`src/sv/cksk_pkg.sv`:
```
`timescale 1ns / 1ps
`default_nettype none

package cksk_pkg;

	localparam int DIV_W = 64;
	localparam int DIV_CNT_W = $clog2(DIV_W);
	localparam int XY_W = 34;
	localparam int TRIG_W = 18;

	localparam logic [2:0] CFG_SPEED_MIN = 3'd0;
	localparam logic [2:0] CFG_SPEED_MAX = 3'd1;
	localparam logic [2:0] CFG_ALPHA = 3'd2;
	localparam logic [2:0] CFG_PHASE_GAIN = 3'd3;
	localparam logic [2:0] CFG_STRESS_GAIN = 3'd4;
	localparam logic [2:0] CFG_PISTON_GAIN = 3'd5;
	localparam logic [2:0] CFG_ROD_RATIO = 3'd6;
	localparam logic [2:0] CFG_CRANK_THROW = 3'd7;

	typedef struct packed {
		logic start;
		logic [DIV_W-1:0] dividend;
		logic [DIV_W-1:0] divisor;
	} cksk_div_req_t;

	typedef struct packed {
		logic done;
		logic [DIV_W-1:0] quotient;
	} cksk_div_rsp_t;

	typedef struct packed {
		logic start;
		logic [31:0] phase;
	} cksk_trig_req_t;

	typedef struct packed {
		logic done;
		logic signed [TRIG_W-1:0] cos_v;
		logic signed [TRIG_W-1:0] sin_v;
	} cksk_trig_rsp_t;

	typedef enum logic [5:0] {
		ST_IDLE, ST_LAG, ST_SPD, ST_PHS, ST_SQ, ST_SQL, ST_STL, ST_STH, ST_STS,
		ST_FDS, ST_FDW, ST_CS, ST_CW, ST_C2, ST_C2B, ST_K, ST_K2, ST_BL, ST_BH,
		ST_PL, ST_PH2, ST_PF, ST_SPHI, ST_SQP, ST_SQ0, ST_SQI, ST_RDS, ST_RDW,
		ST_SDM, ST_SDS, ST_SDW, ST_TP1, ST_TP2, ST_TP3, ST_TF, ST_TF2, ST_TQ,
		ST_TQ2, ST_OUT
	} cksk_state_t;

	function automatic logic signed [31:0] sat32(input logic signed [65:0] v);
		logic signed [31:0] r;
		if (v > 66'sd2147483647) begin
			r = 32'sh7FFF_FFFF;
		end else if (v < -66'sd2147483648) begin
			r = 32'sh8000_0000;
		end else begin
			r = v[31:0];
		end
		return r;
	endfunction

endpackage

`default_nettype wire

```
`src/sv/cksk_div.sv`:
```
`timescale 1ns / 1ps
`default_nettype none

module cksk_div import cksk_pkg::*; (
	input wire logic clk,
	input wire logic arst_n,
	input wire cksk_div_req_t req,
	output cksk_div_rsp_t rsp
);

	logic busy_q;
	logic done_q;
	logic [DIV_CNT_W-1:0] cnt_q;
	logic [DIV_W:0] rem_q;
	logic [DIV_W-1:0] quo_q;
	logic [DIV_W-1:0] dvs_q;
	logic [DIV_W:0] shifted;
	logic fits;

	assign shifted = {rem_q[DIV_W-1:0], quo_q[DIV_W-1]};
	assign fits = shifted >= {1'b0, dvs_q};

	always_ff @(posedge clk or negedge arst_n) begin
		if (!arst_n) begin
			busy_q <= 1'b0;
			done_q <= 1'b0;
			cnt_q <= '0;
		end else begin
			done_q <= 1'b0;
			if (req.start) begin
				busy_q <= 1'b1;
				cnt_q <= '0;
			end else if (busy_q) begin
				cnt_q <= cnt_q + 1'b1;
				if (cnt_q == DIV_CNT_W'(DIV_W - 1)) begin
					busy_q <= 1'b0;
					done_q <= 1'b1;
				end
			end
		end
	end

	always_ff @(posedge clk) begin
		if (req.start) begin
			rem_q <= '0;
			quo_q <= req.dividend;
			dvs_q <= req.divisor;
		end else if (busy_q) begin
			rem_q <= fits ? (shifted - {1'b0, dvs_q}) : shifted;
			quo_q <= {quo_q[DIV_W-2:0], fits};
		end
	end

	assign rsp.done = done_q;
	assign rsp.quotient = quo_q;

endmodule

`default_nettype wire

```
`config.mk`:
```
export PLATFORM = sky130hd
export DESIGN_NAME = cksk_div
export DESIGN_NICKNAME = d
export VERILOG_FILES = /design/src/sv/cksk_pkg.sv /design/src/sv/cksk_div.sv
export SDC_FILE = /design/constraint.sdc
export NUM_CORES = 1
export LEC_CHECK = 0
export ABC_AREA = 1
export BUFFER_PORTS_ARGS = -buffer_cell sky130_fd_sc_hd__buf_2
export CORE_UTILIZATION = 54
export DETAILED_ROUTE_END_ITERATION = 10
export PLACE_DENSITY = 0.75
export SLEW_MARGIN = 5
export SYNTH_ARGS = -nofsm -noshare
export SYNTH_HDL_FRONTEND = slang
export SYNTH_SLANG_ARGS = --single-unit
```
`constraint.sdc`:
```
create_clock -name clk -period 4.32 [get_ports clk]
set_input_delay 0.864 -clock clk [delete_from_list [all_inputs] [get_ports clk]]
set_output_delay 0.864 -clock clk [all_outputs]
set_load 0.03 [all_outputs]
```
==> metrics.md <==
| Metric | Value |
|---|---|
| Status | completed |
| Yosys top cell by area | edfxtp_1 |
| DRT iter0 DRCs | 1080 |
| Core area | 0.0261 mm^2 |
| Rel. slew slack | 24.7% |
| Startpoint types | register |
| Synthesized area | 0.0144 mm^2 |
| Layout cells sized above 1 | 12.5% |
| Leakage | 9.09 nW |
| DR pass1 iterations | 6 |
| Most used DFF post-synth | edfxtp_1 |
| Routed wire length | 43.5 mm |
| Critical path class | reg2reg |
| Root buffer cell | clkbuf_16 |
| IO Pins | 196 |
| Area Overhead vs Synth | 12.5% |
| Placed Instances | 2661 |
| Chip Height | 165 um |
| Worst vdd ir | 0.000297 V |
| Synth cell count leaders | nand2_1, inv_1, nand3_1 |
| Seq pwr share | 47.5% |
| Fin Setup TNS | 0 ns |
| Antenna violations before repair | 1 |
| Initial Util | 55.1% |
| Clock sink count | 200 |
| Fillers | 2540 |
| Final setup fails | 0 |
| Largest net degree at the start of global routing | 72 |
| Total grt overflow | 0 |
| Slew Viols, Final | 0 |
| Worst Skew | 0.0234 ns |
| Total GRT Usage | 32.5% |
| CTS Buf Count | 17 |
| Clock slew at reported path FFs | 0.10 ns |
| Die Span X | 165 um |
| Post-synth ARST share | 4.00% |
| Internal power | 0.00319 W |
| DP HPWL | 34.1 mm |
| Post-CTS sizing | 0 |
| Diode count | 0 |
| Die Area | 0.0272 mm^2 |
| Fin util | 62.0% |
| Final min period | 2.96 ns |
| Post-route ant nets | 0 |
| Net Switching | 0.00146 W |
| Pwr Density | 288 mW/mm^2 |
| CP required | 4.66 ns |
| Routed via count | 13800 |
| # H-tree levels | 4 |
| RD Place Congestion | 1.00 |
| Setup crit end kind | register |
| Gate Count Post-Synth | 2172 |
| Area of the multi-input gates | 0.00710 mm^2 |
| Post-synth top area share | 26.8% |
| Mapped Avg Cell Area | 6.61 um^2 |
| Worst skew pair latency | 0.46 ns |
| Clock power share | 37.2% |
| Final worst-path cycle share | 68.4% |
| Yosys cell types | 41 |
| IO Port Bufs | 195 |
| Syn_nets | 2369 |
| Post-synthesis sequential area ratio | 37.1% |
| Vias in the first global route | 12900 |
| Vias per inst | 5.11 |
| Yosys warnings | 0 |
| Worst EP arrival | 3.29 ns |
| Fin. Hold Viols | 0 |
| Reg area | 0.00533 mm^2 |
| DRC viols | 0 |
| Largest fanout on the critical path | 65 |
| FMAX | 338 MHz |
| Most common cell in the netlist | nand2_1 |
| Combinational Power Share | 15.3% |
| Synth top area cells | edfxtp_1, nand2_1, inv_1, dfxtp_1, ha_1 |
| Switching Fraction | 31.3% |
| Per-cell routed wire length | 16.1 um |
| RSZ-0062 raised after global routing | false |
| TritonCTS clock tree | yes |
| Post-CTS setup buffer count | 0 |
| Number of synthesized flops with an enable pin | 128 |
| First-pass GRT wire length | 66.9 mm |
| Synthesized flop and latch total | 200 |
| Clock Path Buffers | 2 |
| Row Count | 59 |
| Final Net Count | 2542 |
| Hold buffer count at CTS | 0 |
| Final total power | 0.00465 W |
| Worst-margin pin slew | 1.13 ns |
| Hold crit path type | in2async |
| Max-cap violations | 0 |
| Non-Filler Instances | 2693 |
[power groups by stage]
stage / Clock (W) / Combinational (W) / Sequential, W
finish: 0.00173 / 0.000713 / 0.00221
global route: 0.00180 / 0.000784 / 0.00222
CTS: 0.00175 / 0.000711 / 0.00221
detailed placement: 0 / 0.000710 / 0.00225
global placement: 0 / 0.000697 / 0.00225
floorplan: 0 / 0.000357 / 0.00236
[metrics by stage]
step,setup slack [ns],area [um^2],hold slack (ns)
3_3_place_gp,1.50,15500,0.457
6_report,1.36,16200,0.227
4_1_cts,1.41,16200,0.222
5_1_grt,1.20,16200,0.234
2_1_floorplan,0.640,14400,0.444
3_5_place_dp,1.43,15500,0.461
[worst paths after layout]
| path | startpoint | endpoint | slack [ns] | cells past startpoint |
|---|---|---|---|---|
| max | dvs_q[2] | rem_q[58] | 1.36 | 19 |
| min | arst_n | cnt_q[5] | 0.23 | 1 |
| max reg2reg | dvs_q[2] | rem_q[58] | 1.36 | 19 |
| min reg2reg | rem_q[43] | rem_q[43] | 0.47 | 2 |
| max in group asynchronous | arst_n | cnt_q[2] | 3.91 | 1 |
| min in group clk | rem_q[43] | rem_q[43] | 0.47 | 2 |
[layout by cell type (no fill, tap or decap), types with 2 or more instances in the layout]
master,n
dfxtp_1,64
clkinv_1,3
clkinv_8,2
buf_12,2
nand3b_1,37
ha_1,65
nor2_4,5
edfxtp_1,128
inv_1,427
dfrtp_1,8
nor2_1,100
buf_4,7
o21ai_1,18
o21bai_1,9
clkbuf_16,17
a21oi_1,51
nand2_1,913
buf_2,194
nor3_1,12
inv_2,5
or2_2,2
nor3_2,2
clkinv_4,2
xnor2_1,28
nand2_2,18
inv_8,6
xor2_1,3
nand3_1,143
nand3_2,8
and2_1,4
nand4_1,16
inv_12,4
o21ai_0,27
nor2_2,16
nand2_4,2
[worst max-delay path: stages, from the launching register on]
cell and delay [ns]:
edfxtp_1 0.34, inv_1 0.04, ha_1 0.40, nand2_1 0.13
nand2_1 0.07, nand2_1 0.06, nand2_1 0.05, nand2_1 0.07
nand3_2 0.14, nand2_2 0.10, nand2_2 0.10, nand2_2 0.10
nand2_2 0.07, nand2_4 0.07, buf_4 0.61, nand3_1 0.18
nand2_1 0.12, inv_1 0.04, nand2_1 0.05, nand2_1 0.05
[routing by layer]
| layer | track usage [%] | routed length [um] | up-vias |
|---|---|---|---|
| met2 | 52.7 | 19600 | 503 |
| met5 | 0 | 11 | - |
| met4 | 10.6 | 1170 | 2 |
| li1 | - | - | 6969 |
| met1 | 43.9 | 19500 | 6226 |
| met3 | 5.27 | 3150 | 60 |
[final cells by class]
cell class / count / share of cell area, %
multi-input combinational: 1488 / 44.0
sequential: 200 / 33.0
inverter: 435 / 10.1
timing repair buffer: 203 / 6.58
clock buffer: 17 / 2.63
tap: 335 / 2.59
clock inverter: 15 / 1.15
[flip-flops by register name (all words and copies together), names as in the netlist]
| signal | flops |
|---|---|
| dvs_q | 64 |
| quo_q | 64 |
| busy_q | 1 |
| cnt_q | 6 |
| rem_q | 64 |
| done_q | 1 |
[kinds of logic (layout without fill, tap and decap cells)]
family	after synthesis	in the layout	synth area share, %
flops	200	200	37.1
simple gates	1279	1279	37.5
buf+inv	484	670	13.5
fa+ha+maj	66	66	5.80
xor+xnor	31	31	1.89
compound gates	112	112	4.20
(Power assumes the default switching activity.)
